===== src/tsct_pkg.sv =====
`timescale 1ns / 1ps
package tsct_pkg;

  localparam int SLOTS_DEF = 8;
  localparam int MAX_RES   = 8;

  localparam logic [31:0] ISN    = 32'h1000_0000;
  localparam logic [15:0] WINDOW = 16'd1460;

  localparam logic [1:0] CFG_SERVER_PORT = 2'd0;
  localparam logic [1:0] CFG_RETRY_TICKS = 2'd1;
  localparam logic [1:0] CFG_MAX_RETRIES = 2'd2;

  localparam logic [1:0] CODE_NONE    = 2'd0;
  localparam logic [1:0] CODE_HANDLED = 2'd1;
  localparam logic [1:0] CODE_DATA    = 2'd2;

  localparam logic [2:0] RPL_NONE   = 3'd0;
  localparam logic [2:0] RPL_SYNACK = 3'd1;
  localparam logic [2:0] RPL_ACK    = 3'd2;
  localparam logic [2:0] RPL_FINACK = 3'd3;
  localparam logic [2:0] RPL_RSTACK = 3'd4;

  localparam logic [1:0] PH_CLOSED  = 2'd0;
  localparam logic [1:0] PH_SYNRCVD = 2'd1;
  localparam logic [1:0] PH_EST     = 2'd2;
  localparam logic [1:0] PH_LASTACK = 2'd3;

  // bit positions in the flag byte
  localparam int FB_FIN = 0;
  localparam int FB_SYN = 1;
  localparam int FB_RST = 2;
  localparam int FB_ACK = 4;

  typedef struct packed {
    logic        kind;
    logic [31:0] now;
    logic [31:0] peer_ip;
    logic [15:0] peer_port;
    logic [15:0] target_port;
    logic [31:0] seq_in;
    logic [31:0] ack_in;
    logic [7:0]  flags_in;
    logic [3:0]  header_words;
    logic [15:0] ip_total;
    logic [5:0]  ip_hdr_bytes;
  } item_t;

  typedef struct packed {
    logic [1:0]  code;
    logic [2:0]  reply;
    logic [2:0]  slot_out;
    logic [31:0] dest_ip;
    logic [15:0] from_port;
    logic [15:0] to_port;
    logic [31:0] seq_out;
    logic [31:0] ack_out;
    logic [15:0] window_out;
    logic        last;
  } result_t;

  typedef struct packed {
    logic [1:0]  phase;
    logic [31:0] addr;
    logic [15:0] port;
    logic [31:0] own_seq;
    logic [31:0] peer_seq;
    logic [3:0]  retries;
    logic [31:0] deadline;
  } slot_rec_t;

endpackage


===== src/tsct_if.sv =====
`timescale 1ns / 1ps
interface tsct_in_if;
  logic valid;
  logic ready;
  tsct_pkg::item_t data;
  modport source (output valid, output data, input ready);
  modport sink (input valid, input data, output ready);
endinterface

interface tsct_out_if;
  logic valid;
  logic ready;
  tsct_pkg::result_t data;
  modport source (output valid, output data, input ready);
  modport sink (input valid, input data, output ready);
endinterface


===== src/tsct_ram.sv =====
`timescale 1ns / 1ps
module tsct_ram #(
  parameter int WIDTH = 8,
  parameter int DEPTH = 8
) (
  input  logic                                   clk,
  input  logic                                   we,
  input  logic [((DEPTH > 1) ? $clog2(DEPTH) : 1)-1:0] waddr,
  input  logic [WIDTH-1:0]                       wdata,
  input  logic [((DEPTH > 1) ? $clog2(DEPTH) : 1)-1:0] raddr,
  output logic [WIDTH-1:0]                       rdata
);
  logic [WIDTH-1:0] mem [DEPTH];

  always_ff @(posedge clk) begin
    if (we) begin
      mem[waddr] <= wdata;
    end
    rdata <= mem[raddr];
  end
endmodule


===== src/tcp_server_connection_table.sv =====
`timescale 1ns / 1ps
// Segment: a search step per slot (address out, then compare of the registered read), then
//   an update of the slot, a load of the result and a return to idle; search ends early
//   on a hit or another port; the load waits only while the result register is held.
// Tick: address out and deadline test per slot over the whole table, a flush of the last
//   SYN-ACK and back to idle; stalls only while the result register is held by the sink.
// Reset (rst, synchronous): all slots closed at once via per-slot live bits,
//   registers back to port 80, 1000 ticks, 3 retries; no clearing pass.
module tcp_server_connection_table #(
  parameter int SLOTS = tsct_pkg::SLOTS_DEF
) (
  input  logic         clk,
  input  logic         rst,
  tsct_in_if.sink      req,
  tsct_out_if.source   rsp,
  input  logic         cfg_en,
  input  logic [1:0]   cfg_index,
  input  logic [31:0]  cfg_data
);
  import tsct_pkg::*;

  localparam int IW = (SLOTS > 1) ? $clog2(SLOTS) : 1;
  localparam logic [IW-1:0] LAST_IDX = IW'(SLOTS - 1);

  // sequencer states
  localparam logic [2:0] ST_IDLE  = 3'd0;
  localparam logic [2:0] ST_SRD   = 3'd1;  // search: address out
  localparam logic [2:0] ST_SCHK  = 3'd2;  // search: compare entry
  localparam logic [2:0] ST_SPROC = 3'd3;  // segment: update slot
  localparam logic [2:0] ST_SPUSH = 3'd4;  // segment: load result
  localparam logic [2:0] ST_TRD   = 3'd5;  // tick scan: address out
  localparam logic [2:0] ST_TCHK  = 3'd6;  // tick scan: test deadline
  localparam logic [2:0] ST_TEND  = 3'd7;  // tick: flush held SYN-ACK

  // control
  logic [2:0]      state;
  logic [IW-1:0]   idx;
  logic            found;
  logic [IW-1:0]   found_idx;
  logic            have_free;
  logic [IW-1:0]   free_idx;
  logic [3:0]      n;
  logic            pend;
  logic [SLOTS-1:0] live;
  logic            out_valid;
  logic            out_load;

  // configuration
  logic [15:0]     server_port;
  logic [31:0]     retry_ticks;
  logic [3:0]      max_retries;

  // payload
  item_t           cur;
  logic [15:0]     dlen;
  slot_rec_t       rec;
  result_t         res;
  result_t         pend_res;
  result_t         out_data;
  result_t         out_next;

  // memory port
  logic            wr_en;
  logic [IW-1:0]   wr_addr;
  slot_rec_t       wr_data;
  slot_rec_t       rdata;

  tsct_ram #(.WIDTH($bits(slot_rec_t)), .DEPTH(SLOTS)) u_ram (
    .clk   (clk),
    .we    (wr_en),
    .waddr (wr_addr),
    .wdata (wr_data),
    .raddr (idx),
    .rdata (rdata)
  );

  function automatic result_t mk_res(logic [1:0] c, logic [2:0] r, logic [2:0] s,
                                     logic [31:0] ip, logic [15:0] fp, logic [15:0] tp,
                                     logic [31:0] sq, logic [31:0] ak, logic [15:0] w);
    result_t o;
    o.code       = c;
    o.reply      = r;
    o.slot_out   = s;
    o.dest_ip    = ip;
    o.from_port  = fp;
    o.to_port    = tp;
    o.seq_out    = sq;
    o.ack_out    = ak;
    o.window_out = w;
    o.last       = 1'b1;
    return o;
  endfunction

  // payload length, floored at zero: a borrow shows in bit 16
  logic [16:0] len_diff;
  assign len_diff = {1'b0, req.data.ip_total} - 17'(req.data.ip_hdr_bytes)
                    - 17'({req.data.header_words, 2'b00});

  logic out_free;
  assign out_free = !out_valid || rsp.ready;

  // entry under the scan; a slot that is not live reads as free
  logic s_closed, s_match;
  assign s_closed = !live[idx];
  assign s_match  = live[idx] && (rdata.addr == cur.peer_ip) &&
                    (rdata.port == cur.peer_port);

  // tick tests
  logic      due, retx, expire, stall;
  slot_rec_t trec;
  result_t   tres;
  assign due    = live[idx] && (rdata.phase == PH_SYNRCVD) && (cur.now > rdata.deadline);
  assign retx   = due && (rdata.retries < max_retries) && (n < 4'(MAX_RES));
  assign expire = due && !(rdata.retries < max_retries);
  assign stall  = retx && pend && !out_free;

  always_comb begin
    trec          = rdata;
    trec.retries  = rdata.retries + 4'd1;
    trec.deadline = cur.now + retry_ticks;
    tres = mk_res(CODE_HANDLED, RPL_SYNACK, 3'(idx), trec.addr, server_port, trec.port,
                  trec.own_seq, trec.peer_seq + 32'd1, WINDOW);
  end

  // segment update
  logic      p_we, p_set, p_clr, go_est;
  logic [IW-1:0] p_addr;
  slot_rec_t p_rec;
  result_t   p_res;

  always_comb begin
    p_we   = 1'b0;
    p_set  = 1'b0;
    p_clr  = 1'b0;
    p_addr = found ? found_idx : free_idx;
    p_rec  = rec;
    p_res  = mk_res(CODE_NONE, RPL_NONE, 3'd0, 32'd0, 16'd0, 16'd0, 32'd0, 32'd0, 16'd0);
    go_est = 1'b0;
    if (!found) begin
      if (cur.flags_in[FB_SYN]) begin
        if (have_free) begin
          p_rec.phase    = PH_SYNRCVD;
          p_rec.addr     = cur.peer_ip;
          p_rec.port     = cur.peer_port;
          p_rec.own_seq  = ISN;
          p_rec.peer_seq = cur.seq_in;
          p_rec.retries  = 4'd0;
          p_rec.deadline = cur.now + retry_ticks;
          p_we  = 1'b1;
          p_set = 1'b1;
          p_res = mk_res(CODE_HANDLED, RPL_SYNACK, 3'(free_idx), cur.peer_ip, server_port,
                         cur.peer_port, ISN, cur.seq_in + 32'd1, WINDOW);
        end
      end else begin
        // unknown peer: reset it, even if it sent RST itself
        p_res = mk_res(CODE_HANDLED, RPL_RSTACK, 3'd0, cur.peer_ip, cur.target_port,
                       cur.peer_port, 32'd0, cur.seq_in + 32'd1, 16'd0);
      end
    end else if (cur.flags_in[FB_RST]) begin
      p_clr = 1'b1;
      p_res = mk_res(CODE_HANDLED, RPL_NONE, 3'(found_idx), 32'd0, 16'd0, 16'd0,
                     32'd0, 32'd0, 16'd0);
    end else begin
      if (rec.phase == PH_SYNRCVD && cur.flags_in[FB_ACK]) begin
        p_rec.phase   = PH_EST;
        p_rec.own_seq = rec.own_seq + 32'd1;
        p_we  = 1'b1;
        p_res = mk_res(CODE_HANDLED, RPL_NONE, 3'(found_idx), 32'd0, 16'd0, 16'd0,
                       32'd0, 32'd0, 16'd0);
        go_est = (dlen != 16'd0);
      end else if (rec.phase == PH_EST) begin
        go_est = 1'b1;
      end else if (rec.phase == PH_LASTACK) begin
        p_clr = cur.flags_in[FB_ACK];
        p_res = mk_res(CODE_HANDLED, RPL_NONE, 3'(found_idx), 32'd0, 16'd0, 16'd0,
                       32'd0, 32'd0, 16'd0);
      end
      if (go_est) begin
        if (cur.flags_in[FB_FIN]) begin
          p_rec.phase    = PH_LASTACK;
          p_rec.peer_seq = cur.seq_in;
          p_we  = 1'b1;
          p_res = mk_res(CODE_HANDLED, RPL_FINACK, 3'(found_idx), rec.addr, server_port,
                         rec.port, p_rec.own_seq, cur.seq_in + 32'd1, WINDOW);
        end else if (dlen != 16'd0) begin
          p_rec.peer_seq = cur.seq_in;
          p_we  = 1'b1;
          p_res = mk_res(CODE_DATA, RPL_ACK, 3'(found_idx), rec.addr, server_port,
                         rec.port, p_rec.own_seq, cur.seq_in + 32'(dlen), WINDOW);
        end else begin
          p_res = mk_res(CODE_HANDLED, RPL_NONE, 3'(found_idx), 32'd0, 16'd0, 16'd0,
                         32'd0, 32'd0, 16'd0);
        end
      end
    end
  end

  // memory write select
  always_comb begin
    wr_en   = 1'b0;
    wr_addr = idx;
    wr_data = trec;
    if (state == ST_SPROC) begin
      wr_en   = p_we;
      wr_addr = p_addr;
      wr_data = p_rec;
    end else if (state == ST_TCHK) begin
      wr_en = retx && !stall;
    end
  end

  // result register load: segment result, an earlier SYN-ACK that is not last,
  // or the final SYN-ACK of a tick
  always_comb begin
    out_load = 1'b0;
    out_next = res;
    if (state == ST_SPUSH) begin
      out_load = out_free;
    end else if (state == ST_TCHK) begin
      out_load      = retx && pend && !stall;
      out_next      = pend_res;
      out_next.last = 1'b0;
    end else if (state == ST_TEND) begin
      out_load      = pend && out_free;
      out_next      = pend_res;
      out_next.last = 1'b1;
    end
  end

  assign req.ready = (state == ST_IDLE);
  assign rsp.valid = out_valid;
  assign rsp.data  = out_data;

  // configuration writes
  always_ff @(posedge clk) begin
    if (rst) begin
      server_port <= 16'd80;
      retry_ticks <= 32'd1000;
      max_retries <= 4'd3;
    end else if (cfg_en) begin
      unique case (cfg_index)
        CFG_SERVER_PORT: server_port <= cfg_data[15:0];
        CFG_RETRY_TICKS: retry_ticks <= cfg_data;
        CFG_MAX_RETRIES: max_retries <= cfg_data[3:0];
        default: ;
      endcase
    end
  end

  always_ff @(posedge clk) begin
    if (rst) begin
      out_valid <= 1'b0;
    end else if (out_load) begin
      out_data  <= out_next;
      out_valid <= 1'b1;
    end else if (rsp.ready) begin
      out_valid <= 1'b0;
    end
  end

  always_ff @(posedge clk) begin
    if (rst) begin
      state     <= ST_IDLE;
      idx       <= '0;
      found     <= 1'b0;
      have_free <= 1'b0;
      n         <= 4'd0;
      pend      <= 1'b0;
      live      <= '0;
    end else begin
      unique case (state)
        ST_IDLE: begin
          if (req.valid) begin
            cur       <= req.data;
            dlen      <= len_diff[16] ? 16'd0 : len_diff[15:0];
            idx       <= '0;
            found     <= 1'b0;
            have_free <= 1'b0;
            n         <= 4'd0;
            pend      <= 1'b0;
            if (req.data.kind) begin
              state <= ST_TRD;
            end else if (req.data.target_port != server_port) begin
              res   <= mk_res(CODE_NONE, RPL_NONE, 3'd0, 32'd0, 16'd0, 16'd0,
                              32'd0, 32'd0, 16'd0);
              state <= ST_SPUSH;
            end else begin
              state <= ST_SRD;
            end
          end
        end
        ST_SRD: state <= ST_SCHK;
        ST_SCHK: begin
          if (s_match) begin
            found     <= 1'b1;
            found_idx <= idx;
            rec       <= rdata;
            state     <= ST_SPROC;
          end else begin
            if (s_closed && !have_free) begin
              have_free <= 1'b1;
              free_idx  <= idx;
            end
            if (idx == LAST_IDX) begin
              state <= ST_SPROC;
            end else begin
              idx   <= idx + 1'b1;
              state <= ST_SRD;
            end
          end
        end
        ST_SPROC: begin
          if (p_set) live[p_addr] <= 1'b1;
          if (p_clr) live[p_addr] <= 1'b0;
          res   <= p_res;
          state <= ST_SPUSH;
        end
        ST_SPUSH: begin
          if (out_free) begin
            state <= ST_IDLE;
          end
        end
        ST_TRD: state <= ST_TCHK;
        ST_TCHK: begin
          if (!stall) begin
            if (retx) begin
              // previous SYN-ACK goes out now that it is known not to be last
              pend_res <= tres;
              pend     <= 1'b1;
              n        <= n + 4'd1;
            end
            if (expire) live[idx] <= 1'b0;
            if (idx == LAST_IDX) begin
              state <= ST_TEND;
            end else begin
              idx   <= idx + 1'b1;
              state <= ST_TRD;
            end
          end
        end
        ST_TEND: begin
          if (!pend) begin
            state <= ST_IDLE;
          end else if (out_free) begin
            pend  <= 1'b0;
            state <= ST_IDLE;
          end
        end
        default: state <= ST_IDLE;
      endcase
    end
  end
endmodule


===== src/flat_wrapper.sv =====
// flat-port wrapper written by rule: the top's interface ports become plain ports
module tcp_server_connection_table_flat import tsct_pkg::*;
#(
  parameter int SLOTS = tsct_pkg::SLOTS_DEF
)
  (clk, rst, cfg_en, cfg_index, cfg_data, req_valid, req_data, req_ready, rsp_valid, rsp_data, rsp_ready);
  tsct_in_if req_i ();
  tsct_out_if rsp_i ();
  input  logic clk;
  input  logic rst;
  input  logic cfg_en;
  input  logic [1:0] cfg_index;
  input  logic [31:0] cfg_data;
  input wire logic [$bits(req_i.valid)-1:0] req_valid;
  input wire logic [$bits(req_i.data)-1:0] req_data;
  output wire logic [$bits(req_i.ready)-1:0] req_ready;
  output wire logic [$bits(rsp_i.valid)-1:0] rsp_valid;
  output wire logic [$bits(rsp_i.data)-1:0] rsp_data;
  input wire logic [$bits(rsp_i.ready)-1:0] rsp_ready;
  assign req_i.valid = req_valid;
  assign req_i.data = req_data;
  assign req_ready = req_i.ready;
  assign rsp_valid = rsp_i.valid;
  assign rsp_data = rsp_i.data;
  assign rsp_i.ready = rsp_ready;
  tcp_server_connection_table #(.SLOTS(SLOTS)) u_core (.clk(clk), .rst(rst), .req(req_i), .rsp(rsp_i), .cfg_en(cfg_en), .cfg_index(cfg_index), .cfg_data(cfg_data));
endmodule

===== config.mk =====
export PLATFORM = sky130hd
export DESIGN_NAME = tcp_server_connection_table_flat
export DESIGN_NICKNAME = d
export VERILOG_FILES = /design/src/tsct_pkg.sv /design/src/tsct_if.sv /design/src/tsct_ram.sv /design/src/tcp_server_connection_table.sv /design/src/flat_wrapper.sv
export SDC_FILE = /design/constraint.sdc
export NUM_CORES = 2
export LEC_CHECK = 0
export BUFFER_PORTS_ARGS = -buffer_cell sky130_fd_sc_hd__buf_2
export CAP_MARGIN = 5
export CORE_MARGIN = 1.5
export CORE_UTILIZATION = 45
export CTS_BUF_LIST = sky130_fd_sc_hd__clkbuf_2 sky130_fd_sc_hd__clkbuf_4 sky130_fd_sc_hd__clkbuf_8
export CTS_CLUSTER_DIAMETER = 30
export DETAILED_ROUTE_END_ITERATION = 12
export GPL_TIMING_DRIVEN = 0
export RECOVER_POWER = 100
export SETUP_SLACK_MARGIN = 0.5
export SYNTH_ARGS = -nofsm -noshare
export SYNTH_HDL_FRONTEND = slang
export SYNTH_HIERARCHICAL = 1
export SYNTH_SLANG_ARGS = --single-unit

===== constraint.sdc =====
create_clock -name clk -period 27.2 [get_ports clk]
set_input_delay 2.72 -clock clk [delete_from_list [all_inputs] [get_ports clk]]
set_output_delay 2.72 -clock clk [all_outputs]
set_load 0.01 [all_outputs]

==> results_dict.tcl <==
set metrics [dict create \
    pre_cts_slack_ns 20.55 \
    critPathArrivalTime_ns 12.41 \
    layout.nets 6244 \
    rows 160 \
    final.min_clock_period_ns 11.77 \
    setup_ws_ns 15.43 \
    cts_resized 0 \
    finalMaxSlewViolations 863 \
    drive_gt1_share_pct 19.2 \
    root_buffer "clkbuf_8" \
    worstPathCellList "clkbuf_1 > nand2_1 > nor2_1 > clkbuf_1 > clkbuf_1 > nor2_1 > a31oi_1 > nand2_1 > nor2_1 > clkbuf_1 > clkbuf_1 > clkbuf_1 > clkbuf_1 > clkbuf_1" \
    synth_compound_area_share_pct 4.77 \
    synthSimpleGateAreaFrac_pct 5.08 \
    worst-path-buf-inv 8 \
    drtAntennaViolNets 0 \
    syn2layout_area_growth_pct 18.3 \
    fp.dieH_um 441 \
    holdBufCountCts 0 \
    postSynth.asyncResetShare_pct 0 \
    die_width_um 441 \
    met1_length_um 93200 \
    vdd_drop_max_mv 0.0546 \
    clock-sinks 2134 \
    clk_path_buf_depth 4 \
    hpwl_um 160000 \
    start_util_pct 45.4 \
    routed-wl-met2_um 115000 \
    cts.clk_slew.worst_paths_ns 0.05 \
    rsz0062_at_grt "false" \
    antenna_found_initial 9 \
    synth_edf_count 1910 \
    skew_ns 0.0812 \
    path_delay_family "buffers and inverters" \
    power_density_nw_per_um2 76.8 \
    synth.avg_cell_area_um2 17.4 \
    violations "max-capacitance violations, max-slew violations" \
    grt_overflow 0 \
    period_share_pct 43.3 \
    grt_max_degree 36 \
    dieArea_um2 195000 \
    fin_area_um2 102000 \
    initialDrtViolationCount 4639 \
    wl_per_cell_um 26.4 \
    dp_cells 7954 \
    ys_warn_count 6 \
    vias 49300 \
    timing.fmax_mhz 85.0 \
    critPathMaxFanout 19 \
    hold_path.class "reg -> reg" \
    worstSetupEndpointType "register" \
    fin_tns_setup_ns 0 \
    crit_top_cell "clkbuf_1" \
    gp_congestion 0.854 \
    synthMuxAreaShare_pct 12.9 \
    crit_slowest_cell "nor2_1" \
    via_per_inst 5.60 \
    synth_xor_area_share_pct 2.03 \
    placed_area_um2 93900 \
    dr_wl_met3_um 13800 \
    dr.pass1.iters 8 \
    htreeDepth 5 \
    synth_top_family_by_area "multiplexers" \
    wirelength_um 232000 \
    finalPower_mw 7.85 \
    synth_top_flop_cell "edfxtp_1" \
    highest-signal-layer "met4" \
    clkLatencyLatePin_ns 1.10 \
    worstSetupPathType "reg -> reg" \
    cellLeakagePower_nw 34.8 \
    core_area_um2 190000 \
    setup_violations 0 \
    final_cell_count_no_fill 8799 \
    gr-usage-all-layers_pct 23.5 \
    ys_seq_area_share_pct 71.6 \
    drv_cap 42 \
    syn_inst 4956 \
    cts-buffers-inserted 460 \
    synth.distinct_cells 82 \
    first_global_vias 49900 \
    grt_first_pass_wirelength_um 332000 \
    max_slew.worst_pin.slew_ns 2.18 \
    final_util_pct 53.7 \
    fin_hold_ws_ns 0.402 \
    synthAdderAreaFrac_pct 1.57 \
    startpoint_type "register" \
    hold_violations 0 \
    netlist_area_um2 86400 \
    drc 0 \
    cts_tree "done" \
    maxSlewHeadroom_pct -45.4 \
    crit_path_max_incr_delay_ns 1.60 \
    cts_setup_buffers 0 \
    io_buffers 341 \
    ioPinCount 389 \
    outcome "finished with violations" \
    synth-seq-cells 2134 \
    crit_required_ns 27.85 \
]
-- final cells by class --
cell class / count / area (um^2)
Sequential cell: 2134 / 61800
Fill cell: 15200 / 88100
Clock buffer: 571 / 7410
Buffer: 241 / 1390
Timing Repair Buffer: 479 / 2010
Antenna cell: 3 / 7.51
Multi-Input combinational cell: 2478 / 22800
Clock inverter: 270 / 3300
Inverter: 112 / 420
Tap cell: 2511 / 3140
-- synth_stat cells (21+ instances only) --
master,instances,area share (%)
nand4_1,26,0.19
a22oi_1,33,0.29
a21oi_1,171,0.99
nor2b_1,21,0.15
a31oi_1,68,0.49
nor4_1,37,0.27
mux2_2,283,3.7
a222oi_1,32,0.37
nand3_1,52,0.30
a21o_1,33,0.29
nand2_1,362,1.6
inv_1,110,0.48
edfxtp_1,1910,66
o21ai_0,102,0.59
nor2_1,271,1.2
ha_1,97,1.4
mux4_1,300,9.1
dfxtp_1,224,5.2
buf_8,30,0.52
nand2b_1,27,0.20
clkbuf_1,165,0.72
and3_1,36,0.26
nor3_1,41,0.24
xor2_1,117,1.2
xnor2_1,83,0.84
a22o_1,53,0.54
-- worst paths after layout --
path | startpoint | endpoint | slack [ns] | depth (start not counted)
min reg2reg | u_core/u_ram/rdata[69]$_DFF_P_ | u_core/pend_res[50]$_DFFE_PP_ | 0.40 | 0
min | u_core/u_ram/rdata[69]$_DFF_P_ | u_core/pend_res[50]$_DFFE_PP_ | 0.40 | 0
max | u_core/state[1]$_SDFFE_PP0P_ | u_core/u_ram/mem[3][134]$_DFFE_PP_ | 15.43 | 14
max reg2reg | u_core/state[1]$_SDFFE_PP0P_ | u_core/u_ram/mem[3][134]$_DFFE_PP_ | 15.43 | 14
-- kinds of logic (layout without fill, tap and decap cells) --
group,count (synthesis),after routing
buf+inv,353,1673
mux,590,590
compound gates,617,617
xor+xnor,200,200
simple gates,957,957
other cells,1,13
fa+ha+maj,104,104
flops,2134,2134
-- where the power goes --
group          internal, mW  switching (mW)
sequential             3.61          0.0326
clock                  2.48            1.47
combinational        0.0890           0.170
-- flip-flops by register name, summed over array words and instances, names as in the netlist --
signal	flops
u_core/u_ram/rdata	150
u_core/idx	3
u_core/dlen	16
u_core/pend	1
u_core/live	8
u_core/server_port	16
u_core/pend_res	131
u_core/n	4
u_core/max_retries	4
u_core/found_idx	3
u_core/state	3
u_core/found	1
u_core/free_idx	3
u_core/have_free	1
u_core/u_ram/mem	1200
u_core/rsp.valid	1
u_core/res	137
u_core/rsp.data	138
u_core/rec	150
u_core/retry_ticks	32
u_core/cur	132
-- worst reg2reg max path, stage by stage, from the launching register on --
cell and delay, ns:
dfxtp_1 0.32, clkbuf_1 0.31, nand2_1 0.17, nor2_1 0.81, clkbuf_1 1.14, clkbuf_1 0.90
nor2_1 0.09, a31oi_1 0.43, nand2_1 0.14, nor2_1 1.60, clkbuf_1 0.93, clkbuf_1 0.95
clkbuf_1 1.07, clkbuf_1 1.11, clkbuf_1 1.33
-- cell usage in the layout (no fill, tap or decap), types with 41 or more instances in the layout --
| master | n |
|---|---|
| o21ai_0 | 105 |
| clkbuf_8 | 499 |
| nand2_1 | 362 |
| a22o_1 | 53 |
| clkinv_2 | 72 |
| ha_1 | 97 |
| nand3_1 | 52 |
| clkbuf_4 | 77 |
| mux2_1 | 101 |
| clkbuf_1 | 492 |
| clkinv_1 | 52 |
| nor3_1 | 41 |
| a21oi_1 | 170 |
| clkinvlp_4 | 46 |
| nor2_1 | 271 |
| mux2_2 | 182 |
| buf_2 | 167 |
| a31oi_1 | 69 |
| inv_1 | 110 |
| mux4_1 | 300 |
| xnor2_1 | 83 |
| bufinv_16 | 71 |
| edfxtp_1 | 1910 |
| dfxtp_1 | 224 |
| xor2_1 | 117 |
-- metal layers --
metal  track usage [%]  up-vias
li1                  -    21800
met1              30.0    25100
met4              10.3        0
met3              3.93      485
met5                 0        -
met2              39.7     1866
Power figures use the tool's default switching activity.
